<file path="src/rtl/core/rbaf_pkg.sv">
`default_nettype none

package rbaf_pkg;

   localparam int MAX_WIDTH  = 1024;
   localparam int MAX_HEIGHT = 1024;
   localparam int MAX_RADIUS = 7;

   localparam int COL_W     = $clog2(MAX_WIDTH);
   localparam int ROW_W     = $clog2(MAX_HEIGHT);
   localparam int RING_ROWS = 2 * MAX_RADIUS + 2;
   localparam int RING_W    = $clog2(RING_ROWS);
   localparam int ADDR_W    = RING_W + COL_W;
   localparam int SPAN_W    = $clog2(2 * MAX_RADIUS + 2);
   localparam int COUNT_W   = 2 * SPAN_W;
   localparam int SUM_W     = 8 + COUNT_W;
   localparam int DIV_CNT_W = $clog2(SUM_W);
   localparam int CFG_W     = 11;
   localparam int RAD_W     = 3;
   localparam int CSR_IDX_W = 4;
   localparam int PIX_W     = 24;

   localparam logic [CSR_IDX_W-1:0] CSR_IMAGE_WIDTH  = 4'd0;
   localparam logic [CSR_IDX_W-1:0] CSR_IMAGE_HEIGHT = 4'd1;
   localparam logic [CSR_IDX_W-1:0] CSR_RADIUS_X     = 4'd2;
   localparam logic [CSR_IDX_W-1:0] CSR_RADIUS_Y     = 4'd3;

   typedef struct packed {
      logic [COL_W-1:0] x0;
      logic [COL_W-1:0] x1;
      logic [ROW_W-1:0] y0;
      logic [ROW_W-1:0] y1;
      logic             last;
   } cmd_type;

   typedef struct packed {
      logic              en;
      logic [ADDR_W-1:0] addr;
      logic [PIX_W-1:0]  data;
   } wr_type;

   typedef enum logic [1:0] {
      B_IDLE,
      B_SUM,
      B_DIV,
      B_OUT
   } back_state_type;

endpackage

`default_nettype wire

</file>
<file path="src/rtl/core/rbaf_queue.sv">
`default_nettype none

module rbaf_queue import rbaf_pkg::*; (
   input  logic    clock,
   input  logic    reset,
   input  logic    push,
   input  cmd_type push_data,
   input  logic    pop,
   output cmd_type pop_data,
   output logic    empty
);

   cmd_type    entry_ff [2];
   logic       wr_ptr_ff, wr_ptr_in;
   logic       rd_ptr_ff, rd_ptr_in;
   logic [1:0] fill_ff, fill_in;
   logic       full;

   assign empty    = (fill_ff == 2'd0);
   assign full     = (fill_ff == 2'd2);
   assign pop_data = entry_ff[rd_ptr_ff];

   always_comb begin
      wr_ptr_in = wr_ptr_ff;
      rd_ptr_in = rd_ptr_ff;
      fill_in   = fill_ff;
      if (push && !full) begin
         wr_ptr_in = !wr_ptr_ff;
      end
      if (pop && !empty) begin
         rd_ptr_in = !rd_ptr_ff;
      end
      if ((push && !full) && !(pop && !empty)) begin
         fill_in = fill_ff + 2'd1;
      end else if (!(push && !full) && (pop && !empty)) begin
         fill_in = fill_ff - 2'd1;
      end
   end

   always_ff @(posedge clock) begin
      if (reset) begin
         wr_ptr_ff <= 1'b0;
         rd_ptr_ff <= 1'b0;
         fill_ff   <= 2'd0;
      end else begin
         wr_ptr_ff <= wr_ptr_in;
         rd_ptr_ff <= rd_ptr_in;
         fill_ff   <= fill_in;
      end
   end

   always_ff @(posedge clock) begin
      if (push && !full) begin
         entry_ff[wr_ptr_ff] <= push_data;
      end
   end

endmodule

`default_nettype wire

</file>
<file path="config.mk">
export PLATFORM = sky130hd
export DESIGN_NAME = rbaf_queue
export DESIGN_NICKNAME = d
export VERILOG_FILES = /design/src/rtl/core/rbaf_pkg.sv /design/src/rtl/core/rbaf_queue.sv
export SDC_FILE = /design/constraint.sdc
export NUM_CORES = 1
export LEC_CHECK = 0
export ABC_AREA = 1
export BUFFER_PORTS_ARGS = -buffer_cell sky130_fd_sc_hd__buf_2
export CAP_MARGIN = 0
export CORE_MARGIN = 4
export CORE_UTILIZATION = 40
export CTS_CLUSTER_DIAMETER = 60
export DETAILED_ROUTE_END_ITERATION = 7
export HOLD_SLACK_MARGIN = 0.15
export PLACE_DENSITY = 0.74
export SLEW_MARGIN = 15
export SYNTH_ARGS = -nofsm -noshare
export SYNTH_HDL_FRONTEND = slang
export SYNTH_SLANG_ARGS = --single-unit
</file>
<file path="constraint.sdc">
create_clock -name clock -period 6.23 [get_ports clock]
set_clock_uncertainty 0.2 [all_clocks]
set_input_delay 0.623 -clock clock [delete_from_list [all_inputs] [get_ports clock]]
set_output_delay 0.623 -clock clock [all_outputs]
set_load 0.01 [all_outputs]
</file>
==> out/results.txt <==
The count of clock tree sinks was 87; the top fanout value on the critical path was 24. The number of diodes added for antenna fixing was 0; the static leakage was 1.629 nW. At the end of routability-driven placement, the weighted congestion stood at 0.6984.

The completed layout was analyzed and its total power is 1.577 mW. The number of different library cells in the post-synthesis netlist was 17; the number of maximum-capacitance constraint violations was 0. The sequential-to-total area share from yosys stat was 75.18%. Detailed placement finished with a half-perimeter wire length of 3846 um.

After floorplanning, the core was sized to cover 0.008258 sq mm. Instance count after placement with tap cells included: 353. The run gives 33 as the cell row count.

The worst reg-to-reg path cell count was 3. The count of nets left with antenna violations once routing finished came out at 0. The worst-case hold slack was 0.2588 ns; the clock insertion delay at the later pin of the skew report was 0.34 ns.

The top-area cell type share of the netlist area is 72.25%. The H-tree was split into 3 levels. The setup total negative slack came out at 0 ns. From synthesis to final layout, the design area changed by 20.89%. Setup violations remaining at the end of the flow were counted as 0. Power spread over the standard cell area amounts to 382.8 mW/mm^2.

In this run the most used layer during global routing was met2. The number of cells on the worst hold path is 1, and the share of post-route cells with drive strength above 1 is 56.82%. The worst hold path class was in -> reg.

In the finished design, the share of the clock period the worst path needs comes to 46.47%. Data arrival time of the worst path: 2.07 ns. The run gives 305 as the post-layout net count. The initial antenna violation count is 0, and the quantity of I/O buffers inserted on ports is 86.

The relative slew slack was 60.66%. sky130_fd_sc_hd__edfxtp_1 takes more of the synthesized area than any other cell. Timing would allow up to 0.3454 GHz. For the filler cell count in the final layout, the log shows 719. The final-report hold violation count is 0. The die is 100.3 um tall. For this block, the initial DRC count from the detailed router was 47. The tools report the total track usage as 11.69%.

Setup repair after global routing left no endpoint under its margin. Across the VDD grid, the largest voltage drop is 0.1629 mV. The count of synthesis-stage warnings from yosys was 0. Clock-pin slew was measured on the worst setup and hold paths at 0.09 ns. At the worst endpoint, the required time is 5.41 ns. The clock period minus final worst setup slack works out to 2.895 ns. For this run, global-route usage on met2 was measured as 20.39%.

The number of max-slew violations in the final report came out at 0. From left edge to right edge, the die measures 100.3 um. After detailed routing, the number of remaining DRC violations is 0. Number of buffers added for setup after CTS: 0. The tools report the met1 track utilization from global routing as 12.48%. The cts-stage hold buffer count is 0.

The routed layout has 1690 vias. Entering global routing, the biggest net connects 42 pins. For this run, the number of standard cells in the final layout without fillers is 369.

After global routing the overflow that remains totals 0. The slew of the pin with the lowest slew margin works out to 0.5900 ns. The tools report the floorplan die area as 0.01006 sq mm.

Mean routed wirelength per cell: 15.36 um. The root buffer cell chosen for the clock tree is sky130_fd_sc_hd__clkbuf_8. The number of nets in the synthesized netlist is 210. The first global-routing pass estimated 8714 um of wire. 87 I/O pins were placed. In this run, CTS created clock tree buffers numbering 9. The synthesized area per cell was 20.78 sq um.

TritonCTS built the clock tree. The final wirelength came out at 5669 um. The netlist area before placement was 0.003408 sq mm. The flow ran to the end, and the final reports show no timing, DRC or antenna violations.

Fraction of met3 tracks used by global routing: 4.309%. In this run, synthesis produced a sequential element count of 87. The worst setup path is of the reg -> out kind. In this run, post-CTS repair resized a total of 0 instances.

Critical path capture point type: a primary output. The number of global-route vias before repair was 1748. By area the synthesized netlist is led by sky130_fd_sc_hd__edfxtp_1, sky130_fd_sc_hd__mux2_4, sky130_fd_sc_hd__dfxtp_1. Once the floorplan was initialized, standard cells occupied 41.27% of the core. The number of search-and-repair iterations in the first detailed-routing pass is 3.

The cell count after synthesis is 164, and the register-to-register setup slack is 4.23 ns. STA classifies the critical path startpoint as a flop. For the maximum clock path buffer count, the log shows 2. Dividing the detail-routed via count by the number of cells gives 4.580.
==> worst max-delay path: stages, from the launching register on <==
cell	delay, ns
sky130_fd_sc_hd__dfxtp_2	0.71
sky130_fd_sc_hd__buf_4	0.51
sky130_fd_sc_hd__mux2_4	0.34
sky130_fd_sc_hd__buf_2	0.14
==> layout by cell type (no fill, tap or decap), types with 2 or more instances in the layout <==
cell type	synthesis	routed
sky130_fd_sc_hd__buf_2	0	86
sky130_fd_sc_hd__edfxtp_1	82	82
sky130_fd_sc_hd__mux2_4	40	40
sky130_fd_sc_hd__inv_1	9	9
sky130_fd_sc_hd__clkbuf_8	0	9
sky130_fd_sc_hd__nor2_1	8	6
sky130_fd_sc_hd__nand2_1	4	4
sky130_fd_sc_hd__dfxtp_1	5	4
sky130_fd_sc_hd__o21ai_0	3	3
sky130_fd_sc_hd__clkinvlp_4	0	3
sky130_fd_sc_hd__buf_4	0	3
sky130_fd_sc_hd__nor2_4	0	2
sky130_fd_sc_hd__inv_6	0	2
==> report_power, final <==
group	leakage, nW	total [mW]	switching [mW]	internal [mW]
combinational	0.730	0.405	0.198	0.207
clock	0.0925	0.391	0.202	0.189
sequential	0.807	0.781	0.0422	0.739
==> state kept, by name, summed over array words and instances, names as in the netlist, named ones only <==
| name | cells |
|---|---|
| rd_ptr_ff | 1 |
| fill_ff | 2 |
| wr_ptr_ff | 1 |
| entry_ff | 82 |
==> cell families after synthesis <==
logic type,share of synthesized area (%)
adders and majority gates,0.3670
muxes,17.95
and+or+nand+nor,1.836
DFF,75.18
AOI/OAI and AO/OA,0.9908
buffers and inverters,3.671
==> cells in the mapped netlist <==
cell type,number
sky130_fd_sc_hd__edfxtp_1,82
sky130_fd_sc_hd__mux2_4,40
sky130_fd_sc_hd__inv_1,9
sky130_fd_sc_hd__nor2_1,8
sky130_fd_sc_hd__dfxtp_1,5
sky130_fd_sc_hd__buf_12,4
sky130_fd_sc_hd__nand2_1,4
sky130_fd_sc_hd__o21ai_0,3
sky130_fd_sc_hd__a21oi_1,1
sky130_fd_sc_hd__and2_1,1
sky130_fd_sc_hd__buf_6,1
sky130_fd_sc_hd__ha_1,1
sky130_fd_sc_hd__mux2_2,1
sky130_fd_sc_hd__nand3_1,1
sky130_fd_sc_hd__nand4_1,1
sky130_fd_sc_hd__o21ai_1,1
sky130_fd_sc_hd__o21ai_2,1
==> through the flow <==
stage / setup WS, ns / util (%) / instance area, sq um
6_report: 3.335 / 49.89 / 4120
3_5_place_dp: 3.655 / 47.44 / 3918
2_1_floorplan: 3.175 / - / 3408
3_3_place_gp: 3.674 / 47.44 / 3918
4_1_cts: 3.249 / 49.89 / 4120
5_1_grt: 3.181 / 49.89 / 4120
==> layer usage <==
metal  share of wire [%]  up-vias
met3                 7.2       10
li1                    -      809
met1                  39      819
met5                   0        -
met2                  52       52
met4                 2.2        0
==> area by class of cell <==
cell class / count / area, sq um / area share [%]
flip-flops and latches: 87 / 2564 / 62.22
multi-input cells: 63 / 735.7 / 17.86
repair buffers: 89 / 452.9 / 10.99
well taps: 105 / 131.4 / 3.189
clock buffers: 9 / 123.9 / 3.006
clock inverters: 7 / 78.83 / 1.913
inverters: 9 / 33.78 / 0.8199
==> worst paths after layout <==
check           startpoint              end
max                   flop     pop_data[21]
min          push_data[33]  entry_ff[0][33]
max reg2reg     fill_ff[0]  entry_ff[0][13]
min reg2reg      wr_ptr_ff        wr_ptr_ff
(Power assumes the default switching activity.)
