--- src/rtl/core/rbaf_pkg.sv ---
`default_nettype none

package rbaf_pkg;

   localparam int MAX_WIDTH  = 1024;
   localparam int MAX_HEIGHT = 1024;
   localparam int MAX_RADIUS = 7;

   localparam int COL_W     = $clog2(MAX_WIDTH);
   localparam int ROW_W     = $clog2(MAX_HEIGHT);
   localparam int RING_ROWS = 2 * MAX_RADIUS + 2;
   localparam int RING_W    = $clog2(RING_ROWS);
   localparam int ADDR_W    = RING_W + COL_W;
   localparam int SPAN_W    = $clog2(2 * MAX_RADIUS + 2);
   localparam int COUNT_W   = 2 * SPAN_W;
   localparam int SUM_W     = 8 + COUNT_W;
   localparam int DIV_CNT_W = $clog2(SUM_W);
   localparam int CFG_W     = 11;
   localparam int RAD_W     = 3;
   localparam int CSR_IDX_W = 4;
   localparam int PIX_W     = 24;

   localparam logic [CSR_IDX_W-1:0] CSR_IMAGE_WIDTH  = 4'd0;
   localparam logic [CSR_IDX_W-1:0] CSR_IMAGE_HEIGHT = 4'd1;
   localparam logic [CSR_IDX_W-1:0] CSR_RADIUS_X     = 4'd2;
   localparam logic [CSR_IDX_W-1:0] CSR_RADIUS_Y     = 4'd3;

   typedef struct packed {
      logic [COL_W-1:0] x0;
      logic [COL_W-1:0] x1;
      logic [ROW_W-1:0] y0;
      logic [ROW_W-1:0] y1;
      logic             last;
   } cmd_type;

   typedef struct packed {
      logic              en;
      logic [ADDR_W-1:0] addr;
      logic [PIX_W-1:0]  data;
   } wr_type;

   typedef enum logic [1:0] {
      B_IDLE,
      B_SUM,
      B_DIV,
      B_OUT
   } back_state_type;

endpackage

`default_nettype wire

--- src/rtl/core/rbaf_front.sv ---
`default_nettype none

module rbaf_front import rbaf_pkg::*; (
   input  logic                 clock,
   input  logic                 reset,
   input  logic                 csr_write_enable,
   input  logic [CSR_IDX_W-1:0] csr_index,
   input  logic [CFG_W-1:0]     csr_write_data,
   input  logic                 req_valid,
   output logic                 req_ready,
   input  logic                 req_mode,
   input  logic [7:0]           req_red_in,
   input  logic [7:0]           req_green_in,
   input  logic [7:0]           req_blue_in,
   input  logic                 queue_empty,
   input  logic                 back_reading,
   output logic                 cmd_push,
   output cmd_type              cmd,
   output wr_type               wr
);

   logic [CFG_W-1:0] width_ff, width_in;
   logic [CFG_W-1:0] height_ff, height_in;
   logic [RAD_W-1:0] rx_ff, rx_in;
   logic [RAD_W-1:0] ry_ff, ry_in;
   logic [COL_W-1:0] in_col_ff, in_col_in;
   logic [ROW_W-1:0] in_row_ff, in_row_in;
   logic [COL_W-1:0] out_col_ff, out_col_in;
   logic [ROW_W-1:0] out_row_ff, out_row_in;
   logic             frame_in_ff, frame_in_in;

   logic [CFG_W-1:0] w_eff, h_eff;
   logic [COL_W-1:0] w_max;
   logic [ROW_W-1:0] h_max;
   logic             accept, store, complete, last;
   logic [COL_W-1:0] ic_a, need_x, x0;
   logic [ROW_W-1:0] ir_a, need_y, y0;
   logic             fi_a;
   logic [CFG_W-1:0] x_reach, y_reach;

   // pixels only enter while nothing waits to read the row ring
   assign req_ready = queue_empty && !back_reading;
   assign accept    = req_valid && req_ready;
   assign store     = accept && !req_mode && !frame_in_ff;

   always_comb begin
      if (width_ff == '0) begin
         w_eff = CFG_W'(1);
      end else if (width_ff > CFG_W'(MAX_WIDTH)) begin
         w_eff = CFG_W'(MAX_WIDTH);
      end else begin
         w_eff = width_ff;
      end
      if (height_ff == '0) begin
         h_eff = CFG_W'(1);
      end else if (height_ff > CFG_W'(MAX_HEIGHT)) begin
         h_eff = CFG_W'(MAX_HEIGHT);
      end else begin
         h_eff = height_ff;
      end
      w_max = COL_W'(w_eff - CFG_W'(1));
      h_max = ROW_W'(h_eff - CFG_W'(1));

      ic_a = in_col_ff;
      ir_a = in_row_ff;
      fi_a = frame_in_ff;
      if (store) begin
         if ({1'b0, in_col_ff} + CFG_W'(1) >= w_eff) begin
            ic_a = '0;
            if ({1'b0, in_row_ff} + CFG_W'(1) >= h_eff) begin
               ir_a = '0;
               fi_a = 1'b1;
            end else begin
               ir_a = in_row_ff + ROW_W'(1);
            end
         end else begin
            ic_a = in_col_ff + COL_W'(1);
         end
      end

      x_reach = {1'b0, out_col_ff} + CFG_W'(rx_ff);
      y_reach = {1'b0, out_row_ff} + CFG_W'(ry_ff);
      need_x  = (x_reach > {1'b0, w_max}) ? w_max : COL_W'(x_reach);
      need_y  = (y_reach > {1'b0, h_max}) ? h_max : ROW_W'(y_reach);
      x0 = (out_col_ff > COL_W'(rx_ff)) ? out_col_ff - COL_W'(rx_ff) : '0;
      y0 = (out_row_ff > ROW_W'(ry_ff)) ? out_row_ff - ROW_W'(ry_ff) : '0;

      complete = fi_a || (ir_a > need_y) || ((ir_a == need_y) && (ic_a > need_x));
      last     = ({1'b0, out_col_ff} + CFG_W'(1) >= w_eff)
                 && ({1'b0, out_row_ff} + CFG_W'(1) >= h_eff);

      cmd_push = accept && complete;
      cmd.x0   = x0;
      cmd.x1   = need_x;
      cmd.y0   = y0;
      cmd.y1   = need_y;
      cmd.last = last;

      wr.en   = store;
      wr.addr = {RING_W'(in_row_ff % RING_ROWS), in_col_ff};
      wr.data = {req_red_in, req_green_in, req_blue_in};

      width_in    = width_ff;
      height_in   = height_ff;
      rx_in       = rx_ff;
      ry_in       = ry_ff;
      in_col_in   = ic_a;
      in_row_in   = ir_a;
      frame_in_in = fi_a;
      out_col_in  = out_col_ff;
      out_row_in  = out_row_ff;

      if (cmd_push) begin
         if ({1'b0, out_col_ff} + CFG_W'(1) >= w_eff) begin
            out_col_in = '0;
            out_row_in = out_row_ff + ROW_W'(1);
         end else begin
            out_col_in = out_col_ff + COL_W'(1);
         end
         if (last) begin
            in_col_in   = '0;
            in_row_in   = '0;
            out_col_in  = '0;
            out_row_in  = '0;
            frame_in_in = 1'b0;
         end
      end

      if (csr_write_enable) begin
         case (csr_index)
            CSR_IMAGE_WIDTH:  width_in  = csr_write_data;
            CSR_IMAGE_HEIGHT: height_in = csr_write_data;
            CSR_RADIUS_X:     rx_in     = csr_write_data[RAD_W-1:0];
            CSR_RADIUS_Y:     ry_in     = csr_write_data[RAD_W-1:0];
            default:          ;
         endcase
         if (csr_index == CSR_IMAGE_WIDTH || csr_index == CSR_IMAGE_HEIGHT
             || csr_index == CSR_RADIUS_X || csr_index == CSR_RADIUS_Y) begin
            in_col_in   = '0;
            in_row_in   = '0;
            out_col_in  = '0;
            out_row_in  = '0;
            frame_in_in = 1'b0;
         end
      end
   end

   always_ff @(posedge clock) begin
      if (reset) begin
         width_ff    <= CFG_W'(640);
         height_ff   <= CFG_W'(480);
         rx_ff       <= RAD_W'(1);
         ry_ff       <= RAD_W'(1);
         in_col_ff   <= '0;
         in_row_ff   <= '0;
         out_col_ff  <= '0;
         out_row_ff  <= '0;
         frame_in_ff <= 1'b0;
      end else begin
         width_ff    <= width_in;
         height_ff   <= height_in;
         rx_ff       <= rx_in;
         ry_ff       <= ry_in;
         in_col_ff   <= in_col_in;
         in_row_ff   <= in_row_in;
         out_col_ff  <= out_col_in;
         out_row_ff  <= out_row_in;
         frame_in_ff <= frame_in_in;
      end
   end

endmodule

`default_nettype wire

--- config.mk ---
export PLATFORM = sky130hd
export DESIGN_NAME = rbaf_front
export DESIGN_NICKNAME = d
export VERILOG_FILES = /design/src/rtl/core/rbaf_pkg.sv /design/src/rtl/core/rbaf_front.sv
export SDC_FILE = /design/constraint.sdc
export NUM_CORES = 1
export LEC_CHECK = 0
export ABC_AREA = 1
export BUFFER_PORTS_ARGS = -buffer_cell sky130_fd_sc_hd__buf_2
export CELL_PAD_IN_SITES_DETAIL_PLACEMENT = 2
export CELL_PAD_IN_SITES_GLOBAL_PLACEMENT = 2
export CORE_UTILIZATION = 28
export DETAILED_ROUTE_END_ITERATION = 8
export PLACE_DENSITY_LB_ADDON = 0.1
export SYNTH_ARGS = -nofsm -noshare
export SYNTH_HDL_FRONTEND = slang
export SYNTH_SLANG_ARGS = --single-unit
--- constraint.sdc ---
create_clock -name clock -period 4.99 [get_ports clock]
set_input_delay 0.7485 -clock clock [delete_from_list [all_inputs] [get_ports clock]]
set_output_delay 0.7485 -clock clock [all_outputs]
set_load 0.01 [all_outputs]
==> results of run 1 <==
-- worst max-delay path, delay by kind of cell, from the launching register on --
family	cells	cell delay, ns
AO/OA/AOI/OAI	4	0.49
XOR/XNOR	1	0.15
adder cells (fa/ha/maj)	4	0.99
buffers and inverters	7	0.62
flip-flops	1	0.35
AND/OR/NAND/NOR	17	1.75
-- area by class of cell --
class	count	area [µm²]	share of cell area, %
sequential	69	1390	13.35
inverter	192	726.9	6.979
clock buffer	12	256.5	2.462
multi-input combinational	852	5503	52.83
timing repair buffer	291	2111	20.26
tap	335	419.2	4.024
clock inverter	2	10.01	0.09610
-- state kept, by name, summed over array words and instances, names as in the netlist --
name	flops
height_ff	11
rx_ff	3
in_col_ff	10
ry_ff	3
width_ff	11
in_row_ff	10
out_col_ff	10
out_row_ff	10
frame_in_ff	1
-- power by group --
group / leakage [nW] / internal, mW / switching [mW]
Sequential: 0.559 / 0.556 / 0.00414
Clock: 0.134 / 0.357 / 0.261
Combinational: 4.89 / 0.114 / 0.154
-- routing by layer --
layer	GRT usage [%]	up-vias
li1	-	4204
met1	24.69	4086
met2	43.53	67
met3	2.712	20
met4	4.796	0
met5	0	-
-- worst paths after layout --
check / depth (start not counted) / end / slack (ns) / startpoint
setup / recovery: 33 / cmd_push / -0.47 / rx_ff[0]
hold / removal: 2 / width_ff[0] / 0.50 / width_ff[0]
setup reg to reg: 34 / out_row_ff[6] / -0.02 / ry_ff[1]
hold reg to reg: 2 / width_ff[0] / 0.50 / width_ff[0]
-- cells in the mapped netlist (2+ instances only) --
cell      count  area, µm²
nand2_1     240      900.9
inv_1       183      686.9
nor2_1      147      551.8
ha_1        100       1251
o21ai_0      77      385.4
a21oi_1      76      380.4
dfxtp_1      69       1381
nand3_1      45      225.2
xor2_1       41      359.1
buf_4        33      247.7
nor3_1       24      120.1
nand4_1      20      125.1
o21ai_1      20      100.1
nand2_2      10      62.56
clkbuf_1      9      33.78
o211ai_1      9      67.56
buf_2         7      35.03
inv_2         6      22.52
buf_6         5      56.30
xnor2_1       5      43.79
fa_1          4      80.08
o21a_1        4      30.03
or2_2         4      25.02
clkinv_1      3      11.26
nand3_2       3      30.03
nor3b_1       3      22.52
and2_1        2      12.51
clkbuf_2      2      10.01
nor4_1        2      12.51
o21ai_2       2      17.52
o31ai_1       2      15.01
-- logic make-up (layout without fill, tap and decap cells) --
kind of cell	count (synthesis)	count (layout)
xor gates and xnor gates	46	46
buffers and inverters	248	497
and+or+nand+nor	503	503
adders and majority gates	104	104
DFF	69	69
AOI/OAI and AO/OA	199	199
-- through the flow --
step                      std cells  util (%)  hold slack [ns]  setup WS [ns]
after global routing           1753     39.97           0.5429        -0.8341
final                          1753     39.97           0.5018        -0.4655
after floorplan                1169         -           0.4437        0.04971
after CTS                      1740     38.26           0.5026        -0.5221
after global placement         1715     35.72           0.4665        -0.4257
after detailed placement       1715     35.72           0.4768        -0.5813
-- timing repair --
action | CTS | global route
hold buffers | 0 | 0
endpoints found under the setup margin | 42 | 43
setup buffers | 10 | 8
pin swaps | 35 | 40
cloned | 1 | 5
resized for setup | 80 | 80
==> results.py, run 1 <==
metrics = {
    "yosys": {
        "synth.net_count": 1319,
        "synth_cell_types": 43,
        "avgSynthCellArea_um2": 6.354,
        "synth_compound_area_share_pct": 14.60,
        "synth_ff_type": "dfxtp_1",
        "synth_top_family_by_area": "simple AND/OR/NAND/NOR gates",
        "synthMuxAreaShare_pct": 0,
        "synth-simple-area-share_pct": 28.60,
        "synth_edf_count": 0,
        "synthAdderAreaFrac_pct": 17.92,
        "synth_xor_area_share_pct": 5.424,
        "yosys_register_bits": 69,
        "synth_async_sr_flop_share_pct": 0,
        "syn_inst": 1169,
        "yosysSeqAreaShare_pct": 18.60,
        "syn-cell-area_um2": 7428,
        "yosysWarningCount": 0,
    },
    "setup_path": {
        "arrival_ns": 4.71,
        "cp_slowest_cell": "dfxtp_2",
        "max_stage_delay_ns": 0.35,
        "crit_fanout": 7,
        "crit_top_cell": "nor2_1",
        "crit_path_start_kind": "register",
        "crit_type": "reg -> out",
        "crit_required_ns": 4.24,
        "end_kind": "output port",
    },
    "global_route": {
        "grt_max_degree": 29,
        "overflow": 0,
        "grt_use_total_pct": 22.04,
        "antenna_found_initial": 0,
        "grt_pass1_vias": 9030,
        "grt_pass1_wl_mm": 46.50,
    },
    "detailed_routing": {
        "drc": 0,
        "wl_met3_um": 441,
        "dr.pass1.iters": 4,
        "ant_nets": 0,
        "vias": 8377,
        "met2_wirelength_mm": 16.44,
        "routedWlPerCell_um": 17.10,
        "routed_wl_mm": 29.98,
        "met1_length_mm": 12.79,
        "drtIter0Drc": 216,
        "vias_per_cell": 4.779,
        "maxUsedRoutingLayer": "met4",
    },
    "timing": {
        "slew_violations": 0,
        "worst_slew_pin_slew_ns": 1.035,
        "setup_tns_ns": -0.4813,
        "setup-violations-final": 2,
        "fin_crit_sh_pct": 109.3,
        "rsz0062_at_grt": "true",
        "setup_slack_ns": -0.4655,
        "period_needed_ns": 5.455,
        "fin_skew_ns": 0.01238,
        "hold_viol_final": 0,
        "relSlewSlack_pct": 30.47,
        "fmax_mhz": 183.3,
    },
    "run": {
        "cap_violations": 0,
    },
    "finish": {
        "final_nets": 1565,
        "final_area_um2": 10420,
        "fillers": 3160,
        "drive_gt1_share_pct": 31.95,
        "final_cell_mix": "nand2_1 (215), buf_4 (197), inv_1 (177)",
        "diodes": 0,
        "mostFrequentLayoutCell": "nand2_1",
        "syn2layout_area_growth_pct": 40.22,
    },
    "min_path": {
        "hold_class": "reg -> reg",
    },
    "die": {
        "io_pins": 128,
        "fp.dieH_um": 164.9,
        "rows": 59,
        "dieArea_um2": 27190,
        "core_um2": 26060,
        "die_width_um": 164.9,
        "initial_core_util_pct": 28.51,
    },
    "place": {
        "gp_congestion": 0.8323,
        "dp_hpwl_mm": 24.07,
        "dpl_cell_area_um2": 9309,
        "portBuffers": 79,
    },
    "cts": {
        "path_clk_slew_ns": 0.05,
        "cts.sinks": 69,
        "root_buffer": "clkbuf_16",
        "cts_tree": "done",
        "worstSkewPairLatency_ns": 0.35,
        "cts_buffers": 9,
        "h-tree-depth": 3,
        "clockBufferDepth": 2,
    },
    "power": {
        "power_mw": 1.447,
        "static-leakage-power_nw": 5.582,
        "peakVddDrop_mv": 0.1123,
        "power.density_nw_per_um2": 138.9,
    },
    "outcome": {
        "status": "complete, but fails checks",
        "violations": "setup timing",
    },
}
No activity file was read; power rests on OpenSTA's default activity.
==> inputs of run 2 (changes only) <==
--- a/config.mk
+++ b/config.mk
@@ -5,11 +5,10 @@
 export SDC_FILE = /design/constraint.sdc
 export NUM_CORES = 1
 export LEC_CHECK = 0
-export ABC_AREA = 1
 export BUFFER_PORTS_ARGS = -buffer_cell sky130_fd_sc_hd__buf_2
 export CELL_PAD_IN_SITES_DETAIL_PLACEMENT = 2
 export CELL_PAD_IN_SITES_GLOBAL_PLACEMENT = 2
-export CORE_UTILIZATION = 28
+export CORE_UTILIZATION = 30
 export DETAILED_ROUTE_END_ITERATION = 8
 export PLACE_DENSITY_LB_ADDON = 0.1
 export SYNTH_ARGS = -nofsm -noshare
==> results.py, run 2 <==
metrics = {
    "yosys": {
        "synth.net_count": 1133,
        "synth_ff_type": "dfxtp_1",
        "yosysSeqAreaShare_pct": 18.56,
        "avgSynthCellArea_um2": 7.572,
        "synth.most_common_cell": "nand2_1",
        "syn-cell-area_um2": 7443,
        "synth_async_sr_flop_share_pct": 0,
        "synth_cell_types": 69,
        "syn_inst": 983,
        "synth_edf_count": 0,
        "yosysWarningCount": 0,
        "synthTopCellsByCount": "nand2_1 (117), ha_1 (100), nor2_1 (81)",
        "synth.top_cell.area_share_pct": 18.56,
        "synthTopCellsByArea": "dfxtp_1 (19%), ha_1 (17%), nand2_1 (5.9%)",
        "yosys_register_bits": 69,
        "yosys.area.top_type": "dfxtp_1",
    },
    "outcome": {
        "status": "complete, but fails checks",
        "violations": "setup timing",
    },
    "setup_path": {
        "crit_path_end": "cmd_push",
        "crit_fanout": 5,
        "ff2ff_path_depth": 29,
        "end_kind": "output port",
        "reg2reg_to": "out_row_ff[9]",
        "crit_type": "reg -> out",
        "crit_required_ns": 4.24,
        "max_stage_delay_ns": 0.53,
        "r2r-start": "width_ff[3]",
        "arrival_ns": 5.93,
        "crit_path_start_kind": "register",
        "rrSetupSlack_ns": -1.11,
        "cp_slowest_cell": "or4_4",
        "startpoint": "width_ff[3]",
    },
    "timing": {
        "fin_crit_sh_pct": 133.9,
        "relSlewSlack_pct": 21.85,
        "period_needed_ns": 6.681,
        "hold_viol_final": 0,
        "rsz0062_at_grt": "true",
        "setup_tns_ns": -46.35,
        "setup-violations-final": 52,
        "setup_slack_ns": -1.691,
        "fmax_mhz": 149.7,
        "worst_slew_pin_slew_ns": 1.162,
        "holdWs_ns": 0.5103,
        "slew_violations": 0,
        "fin_skew_ns": 0.01042,
    },
    "global_route": {
        "grt_pass1_wl_mm": 48.40,
        "grt_use_total_pct": 24.10,
        "antenna_found_initial": 0,
        "grt_pass1_vias": 8867,
        "overflow": 0,
        "grt_max_degree": 31,
    },
    "die": {
        "initial_core_util_pct": 30.61,
        "fp.dieH_um": 159.5,
        "dieArea_um2": 25450,
        "io_pins": 128,
        "rows": 57,
        "core_um2": 24320,
        "die_width_um": 159.5,
    },
    "cts": {
        "cts.sinks": 69,
        "path_clk_slew_ns": 0.06,
        "cts_hold_buf": 0,
        "cts_buffers": 9,
        "worstSkewPairLatency_ns": 0.35,
        "cts_tree": "done",
        "root_buffer": "clkbuf_16",
        "h-tree-depth": 3,
        "clockBufferDepth": 2,
    },
    "power": {
        "power.density_nw_per_um2": 129.3,
        "peakVddDrop_mv": 0.1294,
        "static-leakage-power_nw": 5.223,
        "power_mw": 1.391,
    },
    "detailed_routing": {
        "dr.pass1.iters": 4,
        "routedWlPerCell_um": 20.24,
        "routed_wl_mm": 32.10,
        "drc": 0,
        "drtIter0Drc": 348,
        "ant_nets": 0,
        "vias": 8188,
        "vias_per_cell": 5.163,
    },
    "finish": {
        "reg_top3": "height_ff x11, width_ff x11",
        "drive_gt1_share_pct": 35.10,
        "syn2layout_area_growth_pct": 44.60,
        "diodes": 0,
        "final_nets": 1408,
        "mostFrequentLayoutCell": "buf_4",
        "fillers": 2770,
        "final_cell_mix": "buf_4 (242), nand2_1 (114), ha_1 (89)",
        "instances_no_fill": 1586,
    },
    "place": {
        "gp_congestion": 0.7991,
        "portBuffers": 79,
        "dp_hpwl_mm": 24.52,
        "dp.cells": 1548,
    },
    "min_path": {
        "hold_class": "reg -> reg",
    },
    "run": {
        "cap_violations": 0,
    },
}
==> run 2: repair_timing <==
item / CTS / global route
cloned: 2 / 0
pin swaps: 38 / 21
setup endpoints to repair: 55 / 58
gates resized for setup: 53 / 42
setup buffers: 11 / 18
==> run 2: critical path: cells and delay by family, from the launching register on <==
family          cells  cell delay, ns
buf+inv             5            0.47
flops               1            0.32
fa+ha+maj           3            0.65
compound gates     10            1.89
simple gates       10            2.24
==> run 2: cells by family after synthesis <==
kind of cell	count (synthesis)	synth area share, %
simple gates	384	25.43
compound gates	197	17.20
buf+inv	127	8.119
fa+ha+maj	106	18.15
flops	69	18.56
xor+xnor	65	7.648
mux	35	4.892
==> run 2: final cells by class <==
class	instances	area (µm²)	area share (%)
clock inverters	5	52.55	0.4883
inverters	55	209.0	1.941
multi-input cells	787	6000	55.74
clock buffers	10	229.0	2.127
repair buffers	336	2481	23.05
well taps	324	405.4	3.767
flip-flops and latches	69	1386	12.88
==> run 2: stage by stage <==
stage                     utilization, %  instance area (µm²)  worst slack, ns
after floorplan                        -                 7592           -1.030
after global placement             40.21                 9778           -1.125
after detailed placement           40.21                 9778           -1.366
after CTS                          42.79                10410           -1.444
after global routing               44.26                10760           -1.816
final                              44.26                10760           -1.691
==> run 2: power breakdown <==
| group | internal, mW | switching (mW) | leakage [nW] |
|---|---|---|---|
| combinational | 0.0819 | 0.112 | 4.53 |
| sequential | 0.555 | 0.00334 | 0.559 |
| clock | 0.382 | 0.257 | 0.138 |
| total | 1.02 | 0.373 | 5.22 |
==> run 2: worst min path at each step <==
stage	cells after the start	start	end	slack (ns)
6_report	2	height_ff[0]	height_ff[0]	0.51
5_1_grt	2	height_ff[0]	height_ff[0]	0.54
4_1_cts	2	height_ff[0]	height_ff[0]	0.49
3_5_place_dp	2	height_ff[0]	height_ff[0]	0.48
3_3_place_gp	2	height_ff[0]	height_ff[0]	0.47
2_1_floorplan	2	height_ff[0]	height_ff[0]	0.44
==> run 2: routing by layer <==
| layer | part of all wire (%) | vias up | global-route usage (%) |
|---|---|---|---|
| li1 | - | 3973 | - |
| met1 | 48 | 4092 | 32.19 |
| met2 | 49 | 96 | 41.43 |
| met3 | 2.2 | 27 | 2.579 |
| met4 | 1.5 | 0 | 5.420 |
| met5 | 0 | - | 0 |
==> inputs of run 3 (changes only) <==
--- a/config.mk
+++ b/config.mk
@@ -14,3 +14,4 @@
 export SYNTH_ARGS = -nofsm -noshare
 export SYNTH_HDL_FRONTEND = slang
 export SYNTH_SLANG_ARGS = --single-unit
+export TNS_END_PERCENT = 10
==> results.py, run 3 (synthesis results as in run 2) <==
metrics = {
    "power": {
        "pwr-share-clk_pct": 45.7,
        "power.density_nw_per_um2": 130.8,
        "p_sw_mw": 0.3639,
        "power_mw": 1.373,
        "power_frac_seq_pct": 40.6,
        "switching_share_pct": 26.49,
        "static-leakage-power_nw": 5.167,
        "peakVddDrop_mv": 0.1078,
        "p_comb_share_pct": 13.7,
        "p_int_mw": 1.010,
    },
    "cts": {
        "cts_tree": "done",
        "cts_buffers": 9,
        "h-tree-depth": 3,
        "cts_hold_buf": 0,
        "root_buffer": "clkbuf_16",
        "worstSkewPairLatency_ns": 0.34,
        "cts.sinks": 69,
        "clockBufferDepth": 2,
        "path_clk_slew_ns": 0.06,
    },
    "setup_path": {
        "crit_fanout": 10,
        "worst-path-stages": 27,
        "r2r-start": "width_ff[4]",
        "max_stage_delay_ns": 0.53,
        "rrSetupSlack_ns": -1.06,
        "arrival_ns": 5.79,
        "critical-path-top-delay-family": "simple AND/OR/NAND/NOR gates",
        "ff2ff_path_depth": 29,
        "cp_slowest_cell": "or4_4",
        "reg2reg_to": "out_row_ff[9]",
        "crit_top_cell": "a21o_1",
        "crit_type": "reg -> out",
        "end_kind": "output port",
        "crit_path_start_kind": "register",
        "crit_buf_inv": 5,
        "crit_required_ns": 4.24,
    },
    "detailed_routing": {
        "drc": 0,
        "routedWlPerCell_um": 19.46,
        "drtIter0Drc": 265,
        "vias": 8073,
        "ant_nets": 0,
        "dr.pass1.iters": 4,
        "vias_per_cell": 5.113,
        "routed_wl_mm": 30.72,
    },
    "global_route": {
        "antenna_found_initial": 0,
        "overflow": 0,
        "grt_pass1_wl_mm": 47.71,
        "grt_max_degree": 31,
        "grt_use_total_pct": 23.71,
        "grt_pass1_vias": 8813,
    },
    "timing": {
        "setup-violations-final": 52,
        "slew_violations": 0,
        "period_needed_ns": 6.538,
        "fin_skew_ns": 0.008227,
        "setup_slack_ns": -1.548,
        "rsz0062_at_grt": "true",
        "relSlewSlack_pct": 18.82,
        "fmax_mhz": 152.9,
        "fin_crit_sh_pct": 131.0,
        "hold_viol_final": 0,
        "worst_slew_pin_slew_ns": 1.208,
    },
    "finish": {
        "final_util_pct": 43.17,
        "final_area_um2": 10500,
        "final_cell_mix": "buf_4 (238), nand2_1 (116), ha_1 (94)",
        "drive_gt1_share_pct": 33.23,
        "reg_top3": "height_ff x11, width_ff x11",
        "diodes": 0,
        "multi_input_area_um2": 5879,
        "syn2layout_area_growth_pct": 41.05,
        "mostFrequentLayoutCell": "buf_4",
        "fillers": 2862,
        "regArea_um2": 1384,
        "final_nets": 1401,
    },
    "outcome": {
        "status": "complete, but fails checks",
        "violations": "setup timing",
    },
    "place": {
        "portBuffers": 79,
        "gp_congestion": 0.7921,
        "dp_hpwl_mm": 24.18,
        "dpl_cell_area_um2": 9754,
    },
    "die": {
        "initial_core_util_pct": 30.61,
        "dieArea_um2": 25450,
        "core_um2": 24320,
        "io_pins": 128,
        "fp.dieH_um": 159.5,
        "rows": 57,
        "die_width_um": 159.5,
    },
    "min_path": {
        "whs_endpoint": "height_ff[10]",
        "min_path_cells": 2,
        "hold_class": "reg -> reg",
        "worstHoldStart": "height_ff[10]",
    },
    "run": {
        "cap_violations": 0,
    },
}
## run 3: changes by cell type in the layout (fill, tap and decap cells not counted), moves of 3 or more
cell and delta:
buf_12 -3, clkbuf_8 +3, buf_4 -4, ha_4 -4, nor2_2 +3, buf_2 +4
ha_1 +5, o21ai_0 +3, o21ai_2 -3
## run 3: stage by stage
step	worst slack [ns]	std cells	hold slack [ns]	TNS [ns]
4_1_cts	-1.409	1575	0.5113	-32.14
5_1_grt	-1.716	1579	0.5442	-49.61
3_5_place_dp	-1.376	1549	0.5040	-44.02
6_report	-1.548	1579	0.5168	-41.11
2_1_floorplan	-1.031	983	0.4440	-23.96
3_3_place_gp	-1.105	1549	0.4703	-34.86
## run 3: area by class of cell
type                       instances  area share [%]
timing repair buffer             329           22.31
clock buffer                      14           2.610
sequential                        69           13.18
inverter                          55           1.990
tap                              324           3.861
multi-input combinational        787           56.00
clock inverter                     1         0.04767
## run 3: power by group through the flow
stage | logic (mW) | clock network (mW) | registers, mW
2_1_floorplan | 0.101 | 0 | 0.571
3_3_place_gp | 0.169 | 0 | 0.570
3_5_place_dp | 0.173 | 0 | 0.570
4_1_cts | 0.180 | 0.649 | 0.558
5_1_grt | 0.203 | 0.671 | 0.558
6_report | 0.188 | 0.628 | 0.558
## run 3: worst max-delay path by stage
| stage | from | end | slack (ns) |
|---|---|---|---|
| after floorplan | width_ff[4] | cmd_push | -1.03 |
| after global placement | height_ff[1] | cmd_push | -1.11 |
| after detailed placement | width_ff[4] | cmd_push | -1.38 |
| after CTS | width_ff[4] | cmd_push | -1.41 |
| after global routing | width_ff[4] | cmd_push | -1.72 |
| final | width_ff[4] | cmd_push | -1.55 |
## run 3: what timing repair did
item | 4_1_cts | 5_1_grt
buffers inserted | 13 | 4
resized for setup | 36 | 35
pin swaps | 25 | 7
setup endpoints to repair | 58 | 59
## run 3: routing by layer
layer / share of wire, % / global-route usage [%]
met2: 48 / 40.77
met4: 0.71 / 3.890
met1: 49 / 32.11
met3: 2.2 / 2.631
met5: 0 / 0
## run 3: worst reg2reg max path: cells and delay by family (launching register included)
family,cells,cell delay [ns]
flip-flops,1,0.32
AND/OR/NAND/NOR,9,2.16
AO/OA/AOI/OAI,10,1.75
multiplexers,1,0.25
adder cells (fa/ha/maj),3,0.72
buffers and inverters,6,0.77
